<file path="config.mk">
export PLATFORM = sky130hd
export DESIGN_NAME = header_checked_stream_decryptor_unit
export DESIGN_NICKNAME = d
export VERILOG_FILES = /design/src/rtl/hdcsd_pkg.sv /design/src/rtl/hdcsd_cfg.sv /design/src/rtl/hdcsd_core.sv /design/src/rtl/hdcsd_obuf.sv /design/src/rtl/header_checked_stream_decryptor_unit.sv
export SDC_FILE = /design/constraint.sdc
export NUM_CORES = 1
export LEC_CHECK = 0
export BUFFER_PORTS_ARGS = -buffer_cell sky130_fd_sc_hd__buf_2
export CORE_MARGIN = 2
export CORE_UTILIZATION = 60
export DETAILED_ROUTE_END_ITERATION = 10
export PLACE_DENSITY = 0.87
export SYNTH_ARGS = -nofsm -noshare
export SYNTH_HDL_FRONTEND = slang
export SYNTH_SLANG_ARGS = --single-unit
export TNS_END_PERCENT = 50
</file>
<file path="constraint.sdc">
create_clock -name clk -period 5.3 [get_ports clk]
set_input_delay 0.795 -clock clk [delete_from_list [all_inputs] [get_ports clk]]
set_output_delay 0.795 -clock clk [all_outputs]
set_load 0.1 [all_outputs]
</file>
<file path="src/rtl/hdcsd_pkg.sv">
// ----------------------------------------------------------------------------
// hdcsd_pkg
// Shared types and constants for the header-checked stream decryptor.
// ----------------------------------------------------------------------------
package hdcsd_pkg;

  typedef struct packed {
    logic [7:0]  data_byte;
    logic [30:0] blob_length;
    logic        last_in;
  } in_beat_t;

  typedef struct packed {
    logic [7:0] out_byte;
    logic [1:0] status;
    logic       last_out;
  } out_beat_t;

  localparam int unsigned MAX_RESULTS = 4;

  // all results caused by one input beat, beats[0] goes out first
  typedef struct packed {
    logic [2:0]                   count;
    out_beat_t [MAX_RESULTS-1:0]  beats;
  } res_group_t;

  typedef struct packed {
    logic [31:0] magic_word;
    logic [31:0] stream_salt;
  } cfg_t;

  typedef enum logic [2:0] {
    PH_MAGIC,
    PH_LENGTH,
    PH_PAYLOAD,
    PH_PASS,
    PH_DROP
  } phase_t;

  localparam logic [1:0] ST_DECRYPT = 2'd0;
  localparam logic [1:0] ST_PASS    = 2'd1;
  localparam logic [1:0] ST_FAIL    = 2'd2;

  localparam logic REG_MAGIC = 1'b0;
  localparam logic REG_SALT  = 1'b1;

  localparam logic [31:0] MAGIC_RESET = 32'h5259_4A53;
  localparam logic [31:0] SALT_RESET  = 32'h6A5C_4E31;

  localparam logic [30:0] HEADER_BYTES    = 31'd8;
  localparam logic [30:0] LAST_MAGIC_IDX  = 31'd3;
  localparam logic [30:0] LAST_HEADER_IDX = 31'd7;
  localparam logic [30:0] COUNT_MAX       = 31'h7FFF_FFFF;

  function automatic out_beat_t mk_beat(input logic [7:0] b, input logic [1:0] st,
                                        input logic lst);
    out_beat_t r;
    r.out_byte = b;
    r.status   = st;
    r.last_out = lst;
    return r;
  endfunction

endpackage

</file>
<file path="src/rtl/hdcsd_cfg.sv">
// ----------------------------------------------------------------------------
// hdcsd_cfg
// APB register file: magic word and keystream salt.
// ----------------------------------------------------------------------------
module hdcsd_cfg (
  input  logic               clk,
  input  logic               rst,
  input  logic               psel,
  input  logic               penable,
  input  logic               pwrite,
  input  logic [2:0]         paddr,
  input  logic [31:0]        pwdata,
  output logic [31:0]        prdata,
  output logic               pready,
  output hdcsd_pkg::cfg_t    cfg
);

  logic wr_en;

  assign pready = 1'b1;
  assign wr_en  = psel && penable && pwrite;

  always_ff @(posedge clk) begin
    if (rst) begin
      cfg.magic_word  <= hdcsd_pkg::MAGIC_RESET;
      cfg.stream_salt <= hdcsd_pkg::SALT_RESET;
    end else if (wr_en) begin
      if (paddr[2] == hdcsd_pkg::REG_MAGIC) begin
        cfg.magic_word <= pwdata;
      end else begin
        cfg.stream_salt <= pwdata;
      end
    end
  end

  assign prdata = (paddr[2] == hdcsd_pkg::REG_SALT) ? cfg.stream_salt : cfg.magic_word;

endmodule

</file>
<file path="src/rtl/hdcsd_core.sv">
// ----------------------------------------------------------------------------
// hdcsd_core
// Per-blob state and the single-pass step: header check, length check,
// keystream update and result generation for one input beat.
// ----------------------------------------------------------------------------
module hdcsd_core (
  input  logic                  clk,
  input  logic                  rst,
  input  logic                  fire,
  input  hdcsd_pkg::in_beat_t   item,
  input  hdcsd_pkg::cfg_t       cfg,
  output hdcsd_pkg::res_group_t group
);

  hdcsd_pkg::phase_t phase, phase_next, cur_phase;
  logic [30:0] byte_count, byte_count_next;
  logic [31:0] header_hold, header_hold_next;
  logic [31:0] payload_length, payload_length_next;
  logic [31:0] key_accumulator, key_accumulator_next;

  logic [31:0] hold_shift, len_shift, blen_room, idx, acc_step;
  logic        short_blob, magic_done, header_done, magic_ok, len_bad, fin;

  assign hold_shift  = {header_hold[23:0], item.data_byte};
  assign len_shift   = {payload_length[23:0], item.data_byte};
  assign blen_room   = {1'b0, item.blob_length} - {1'b0, hdcsd_pkg::HEADER_BYTES};
  assign len_bad     = (len_shift == 32'd0) || (len_shift > blen_room);
  assign idx         = {1'b0, byte_count} - {1'b0, hdcsd_pkg::HEADER_BYTES};
  assign fin         = (idx == payload_length - 32'd1);
  // acc * 33 as shift-add
  assign acc_step    = ((key_accumulator << 5) + key_accumulator) ^ (idx + payload_length);
  assign magic_ok    = (hold_shift == cfg.magic_word);
  assign magic_done  = (byte_count == hdcsd_pkg::LAST_MAGIC_IDX);
  assign header_done = (byte_count >= hdcsd_pkg::LAST_HEADER_IDX);

  // short blobs are decided on byte 0 only
  assign short_blob = (phase == hdcsd_pkg::PH_MAGIC) && (byte_count == 31'd0) &&
                      (item.blob_length < hdcsd_pkg::HEADER_BYTES);
  assign cur_phase  = short_blob ? hdcsd_pkg::PH_PASS : phase;

  // next state
  always_comb begin
    phase_next = cur_phase;
    case (cur_phase)
      hdcsd_pkg::PH_MAGIC: begin
        if (magic_done) begin
          phase_next = magic_ok ? hdcsd_pkg::PH_LENGTH : hdcsd_pkg::PH_PASS;
        end
      end
      hdcsd_pkg::PH_LENGTH: begin
        if (header_done) begin
          phase_next = len_bad ? hdcsd_pkg::PH_DROP : hdcsd_pkg::PH_PAYLOAD;
        end
      end
      hdcsd_pkg::PH_PAYLOAD: begin
        if (fin) begin
          phase_next = hdcsd_pkg::PH_DROP;
        end
      end
      default: ;
    endcase
    if (item.last_in) begin
      phase_next = hdcsd_pkg::PH_MAGIC;
    end
  end

  // results for this beat
  always_comb begin
    group = '0;
    case (cur_phase)
      hdcsd_pkg::PH_MAGIC: begin
        if (magic_done) begin
          if (!magic_ok) begin
            group.count    = 3'd4;
            group.beats[0] = hdcsd_pkg::mk_beat(hold_shift[31:24], hdcsd_pkg::ST_PASS, 1'b0);
            group.beats[1] = hdcsd_pkg::mk_beat(hold_shift[23:16], hdcsd_pkg::ST_PASS, 1'b0);
            group.beats[2] = hdcsd_pkg::mk_beat(hold_shift[15:8], hdcsd_pkg::ST_PASS, 1'b0);
            group.beats[3] = hdcsd_pkg::mk_beat(hold_shift[7:0], hdcsd_pkg::ST_PASS,
                                                item.last_in);
          end
        end else if (item.last_in) begin
          // blob ended inside the magic bytes: flush what is held
          case (byte_count[1:0])
            2'd1: begin
              group.count    = 3'd2;
              group.beats[0] = hdcsd_pkg::mk_beat(header_hold[7:0], hdcsd_pkg::ST_PASS, 1'b0);
              group.beats[1] = hdcsd_pkg::mk_beat(item.data_byte, hdcsd_pkg::ST_PASS, 1'b1);
            end
            2'd2: begin
              group.count    = 3'd3;
              group.beats[0] = hdcsd_pkg::mk_beat(header_hold[15:8], hdcsd_pkg::ST_PASS, 1'b0);
              group.beats[1] = hdcsd_pkg::mk_beat(header_hold[7:0], hdcsd_pkg::ST_PASS, 1'b0);
              group.beats[2] = hdcsd_pkg::mk_beat(item.data_byte, hdcsd_pkg::ST_PASS, 1'b1);
            end
            default: begin
              group.count    = 3'd1;
              group.beats[0] = hdcsd_pkg::mk_beat(item.data_byte, hdcsd_pkg::ST_PASS, 1'b1);
            end
          endcase
        end
      end
      hdcsd_pkg::PH_LENGTH: begin
        if (header_done ? len_bad : item.last_in) begin
          group.count    = 3'd1;
          group.beats[0] = hdcsd_pkg::mk_beat(8'h00, hdcsd_pkg::ST_FAIL, 1'b1);
        end
      end
      hdcsd_pkg::PH_PAYLOAD: begin
        group.count    = 3'd1;
        group.beats[0] = hdcsd_pkg::mk_beat(item.data_byte ^ acc_step[7:0],
                                            hdcsd_pkg::ST_DECRYPT, fin || item.last_in);
      end
      hdcsd_pkg::PH_PASS: begin
        group.count    = 3'd1;
        group.beats[0] = hdcsd_pkg::mk_beat(item.data_byte, hdcsd_pkg::ST_PASS, item.last_in);
      end
      default: ;
    endcase
  end

  // datapath
  always_comb begin
    header_hold_next     = header_hold;
    payload_length_next  = payload_length;
    key_accumulator_next = key_accumulator;
    byte_count_next      = byte_count;
    if (cur_phase == hdcsd_pkg::PH_MAGIC) begin
      header_hold_next = hold_shift;
    end
    if (cur_phase == hdcsd_pkg::PH_LENGTH) begin
      payload_length_next = len_shift;
      if (header_done && !len_bad) begin
        key_accumulator_next = cfg.stream_salt ^ len_shift;
      end
    end
    if (cur_phase == hdcsd_pkg::PH_PAYLOAD) begin
      key_accumulator_next = acc_step;
    end
    if (byte_count != hdcsd_pkg::COUNT_MAX) begin
      byte_count_next = byte_count + 31'd1;
    end
    if (item.last_in) begin
      header_hold_next     = '0;
      payload_length_next  = '0;
      key_accumulator_next = '0;
      byte_count_next      = '0;
    end
  end

  always_ff @(posedge clk) begin
    if (rst) begin
      phase           <= hdcsd_pkg::PH_MAGIC;
      byte_count      <= '0;
      header_hold     <= '0;
      payload_length  <= '0;
      key_accumulator <= '0;
    end else if (fire) begin
      phase           <= phase_next;
      byte_count      <= byte_count_next;
      header_hold     <= header_hold_next;
      payload_length  <= payload_length_next;
      key_accumulator <= key_accumulator_next;
    end
  end

endmodule

</file>
<file path="src/rtl/hdcsd_obuf.sv">
// ----------------------------------------------------------------------------
// hdcsd_obuf
// Result slot holding one beat's group of up to four results, drained one
// per cycle into the output register while the output is not stalled.
// ----------------------------------------------------------------------------
module hdcsd_obuf (
  input  logic                  clk,
  input  logic                  rst,
  input  logic                  in_valid,
  output logic                  in_ready,
  input  hdcsd_pkg::res_group_t group,
  output logic                  out_valid,
  input  logic                  out_ready,
  output hdcsd_pkg::out_beat_t  out_data
);

  hdcsd_pkg::out_beat_t [hdcsd_pkg::MAX_RESULTS-1:0] slot;
  logic [2:0] slot_cnt;
  logic [1:0] slot_ptr;
  logic       out_take, out_load, fire;

  assign out_take = out_valid && out_ready;
  assign out_load = (slot_cnt != 3'd0) && (!out_valid || out_take);
  // slot frees up when its last pending result moves out this cycle
  assign in_ready = (slot_cnt == 3'd0) || ((slot_cnt == 3'd1) && out_load);
  assign fire     = in_valid && in_ready;

  always_ff @(posedge clk) begin
    if (rst) begin
      slot_cnt  <= '0;
      slot_ptr  <= '0;
      out_valid <= 1'b0;
    end else begin
      if (fire) begin
        slot_cnt <= group.count;
        slot_ptr <= '0;
      end else if (out_load) begin
        slot_cnt <= slot_cnt - 3'd1;
        slot_ptr <= slot_ptr + 2'd1;
      end
      if (out_load) begin
        out_valid <= 1'b1;
      end else if (out_take) begin
        out_valid <= 1'b0;
      end
    end
  end

  always_ff @(posedge clk) begin
    if (fire) begin
      slot <= group.beats;
    end
    if (out_load) begin
      out_data <= slot[slot_ptr];
    end
  end

endmodule

</file>
<file path="src/rtl/header_checked_stream_decryptor_unit.sv">
// ----------------------------------------------------------------------------
// header_checked_stream_decryptor_unit
// Checks a blob's magic/length header and decrypts its payload bytewise.
// ----------------------------------------------------------------------------
// Usage:
//   item channel: one blob byte per beat with the blob length and a last flag.
//   result channel: decrypted (status 0), passed-through (status 1) or
//   length-failure (status 2) bytes, last_out on the final result of a blob.
//   APB port: register 0 magic word at 0x0, register 1 key salt at 0x4;
//   write only while the block is idle.
// Path: an item's results go into the result slot, then the output register.
// Throughput: one item per cycle while each item yields at most one result
//   and the output is not stalled; an item with more results (four on a
//   magic mismatch) holds the input: the output drains one result a cycle.
// Blobs shorter than the header pass through untouched; bytes after
//   the payload or after a failure produce nothing.
// Reset: synchronous, clears the blob state and result buffer and reloads
//   the default magic word and salt.
// Stall: a stalled output register keeps its result; one further item's
//   results are taken into the slot behind it, then item_ready drops.
// ----------------------------------------------------------------------------
module header_checked_stream_decryptor_unit (
  input  logic                 clk,
  input  logic                 rst,
  input  logic                 item_valid,
  output logic                 item_ready,
  input  hdcsd_pkg::in_beat_t  item,
  output logic                 result_valid,
  input  logic                 result_ready,
  output hdcsd_pkg::out_beat_t result,
  input  logic                 psel,
  input  logic                 penable,
  input  logic                 pwrite,
  input  logic [2:0]           paddr,
  input  logic [31:0]          pwdata,
  output logic [31:0]          prdata,
  output logic                 pready
);

  hdcsd_pkg::cfg_t       cfg;
  hdcsd_pkg::res_group_t group;
  logic                  fire;

  assign fire = item_valid && item_ready;

  hdcsd_cfg u_cfg (
    .clk     (clk),
    .rst     (rst),
    .psel    (psel),
    .penable (penable),
    .pwrite  (pwrite),
    .paddr   (paddr),
    .pwdata  (pwdata),
    .prdata  (prdata),
    .pready  (pready),
    .cfg     (cfg)
  );

  hdcsd_core u_core (
    .clk   (clk),
    .rst   (rst),
    .fire  (fire),
    .item  (item),
    .cfg   (cfg),
    .group (group)
  );

  hdcsd_obuf u_obuf (
    .clk       (clk),
    .rst       (rst),
    .in_valid  (item_valid),
    .in_ready  (item_ready),
    .group     (group),
    .out_valid (result_valid),
    .out_ready (result_ready),
    .out_data  (result)
  );

endmodule

</file>
==> metrics <==
WL final=34600 um; pins over their slew limit=0; Worst IR Drop VDD=0.000292 V; pwr dens=339 nW/um2; synthesis-to-finish area growth=11.9%; Initial Utilization=60.6%; Seq/Total Area, Yosys=37.5%; Period minus WS final=4.81 ns; setup TNS=0 ns; post-DP HPWL=24000 um; CP max FO=5; DR vias/cell=6.29; measured slew at the worst slew-check pin=1.30 ns; Iteration-0 DRC Markers=1191; final setup violation count=0; Bufs on Longest Clock Path=3; vias in the first global route=11.2k; Wirelength per Cell=18.5 um; clock-pin slew on the worst setup and hold paths=0.06 ns; Hold Buf Count CTS=0; # IOs=128; ys flop type=dfxtp_1; routability cong.=0.930; 1st-pass router iterations=7; IO buf count=124; Post-Syn Nets=1629; switching share of power=34.6%; Int Power=3260 uW; Synth Instances=1493; Area contributors post-synth=dfxtp_1, edfxtp_1, xnor2_1; Ys Warns=0; # nets final=1709; initial antenna violation count=1; HP Class=flip-flop to flip-flop; Die X=152 um; Worst Skew=0.0294 ns; Setup crit end kind=flip-flop; final worst-path setup slack=0.491 ns; most frequent cells in the layout=nand2_1, dfxtp_1, nor2_1; CTS tree=done; Max Freq=208 MHz; Final ANT Viol Nets=0; vias=11.7k; multi-input logic area=7690 um2; die area=23100 um2; Worst Path Required=5.69 ns; endpoints failing hold=0; clk_lat worst skew=0.53 ns; total track usage=28.9%; Slew headroom=13.5%; post_cts resized=0; post-synth top area share=25.6%; CTS Buf Count=22; fillcell total=1609; DRC Markers=0; Layout Utilization=67.8%; period utilisation layout=90.7%; post-CTS setup buffers=0; core area=21700 um2; Register Area=4920 um2; Total Power=4990 uW; Comb pwr share=26.0%; ant diodes=0; CTS H-tree depth=1; commonest non-fill, non-tap cell in the layout=nand2_1; largest net degree at the start of global routing=102; first-pass GRT wire length=56200 um; count of different cell masters after synthesis=79; Setup WS pre-CTS=0.0725 ns; Root Buffer=clkbuf_16; worst hold slack=0.455 ns; Die Ht=152 um; setup slack, reg-to-reg=1.36 ns; RSZ-0062 raised after global routing=false; Post-synth EDFFs=52; Max-Cap Viols=0; leak pwr=0.00591 uW; GRT overflow=0; row count=54; CTS Sinks=220; WS Path Type=primary input to flip-flop; Worst EP arrival=5.20 ns; Clock Power Share=32.4%; crit path launch type=primary input; share of power burned in registers=41.6%; NetSw=1730 uW; Synth Area per Inst=8.80 um2; share of cells above drive strength 1=16.2%; status=complete, no violations; Synth async-reset ratio=0%; Mapped Area=13100 um2; largest area contributor in the netlist=dfxtp_1; post-synthesis sequential element count=220
## cell usage after synthesis, drive strengths merged, types with 8 or more instances
library cell  instances
nand2               195
dfxtp               168
nor2                142
xnor2                91
xor2                 85
a21oi                81
a22oi                73
clkbuf               73
edfxtp               52
ha                   52
nor3                 47
inv                  39
nor4                 39
nand3b               33
mux2                 32
o21ai                26
buf                  22
nand3                22
nand4                22
and2                 20
or3                  16
a21o                 14
a22o                 14
or4                  11
mux4                 10
and3                  9
and4                  9
nand2b                9
o211ai                8
## final cells by class
type | instances | area share (%)
tap | 280 | 2.38
multi-input combinational | 1139 | 52.3
inverter | 39 | 0.996
timing repair buffer | 151 | 5.62
clock inverter | 9 | 0.851
clock buffer | 30 | 4.36
sequential | 220 | 33.5
## metrics by stage
step / area, um2 / cells
2_1_floorplan: 13100 / 1493
3_3_place_gp: 13900 / 1829
3_5_place_dp: 13900 / 1829
4_1_cts: 14700 / 1868
5_1_grt: 14700 / 1868
6_report: 14700 / 1868
## power groups by stage
stage | Combinational, uW | Sequential, uW | Clock [uW]
after floorplan | 699 | 2420 | 0
after global placement | 1270 | 2100 | 0
after detailed placement | 1290 | 2120 | 0
after CTS | 1290 | 2080 | 1620
after global routing | 1370 | 2100 | 1680
final | 1300 | 2080 | 1620
## metal layers
layer / global-route usage (%) / share of wire (%) / vias to the layer above
met4: 11.6 / 3.7 / 2
met1: 38.8 / 41 / 5471
met5: 0 / 0.032 / -
met3: 5.50 / 10 / 119
met2: 46.2 / 46 / 666
li1: - / - / 5483
## worst max-delay path, cell delays in order
cell,delay [ns]
buf_2,0.11
or4_1,0.53
or4_1,0.45
buf_4,0.16
nor3_2,0.15
nand2b_1,0.11
nor4_1,0.27
xnor2_1,0.12
ha_1,0.31
nand4_1,0.16
nor4_1,0.38
buf_4,0.18
nand3_1,0.09
and2_1,0.19
a22oi_1,0.16
buf_4,0.17
nand3_1,0.14
a21oi_1,0.27
nor2_1,0.15
a22o_1,0.31
## state kept, by name, summed over array words and instances (netlist names)
signal / cells
u_obuf.out_data: 11
u_cfg.cfg: 64
u_core.payload_length: 32
u_obuf.slot_ptr: 2
u_core.header_hold: 24
u_core.phase: 3
u_obuf.out_valid: 1
u_core.byte_count: 31
u_core.key_accumulator: 8
u_obuf.slot: 41
u_obuf.slot_cnt: 3
## cell families after synthesis
logic type / Yosys count / share of synthesized area (%)
flip-flops: 220 / 37.5
AND/OR/NAND/NOR: 598 / 22.9
buffers and inverters: 134 / 4.12
multiplexers: 45 / 4.68
XOR/XNOR: 177 / 11.9
AO/OA/AOI/OAI: 264 / 13.6
adder cells (fa/ha/maj): 54 / 5.26
other: 1 / 0.0285
## path summary, 6_finish.rpt
kind              cells after the start                        end                  from
setup / recovery                     20  u_core.key_accumulator[4]              item[22]
hold / removal                        2              u_cfg.cfg[31]         u_cfg.cfg[31]
setup reg to reg                     11             u_obuf.slot[0]  u_core.byte_count[3]
hold reg to reg                       2              u_cfg.cfg[31]         u_cfg.cfg[31]
(Power assumes the default switching activity.)
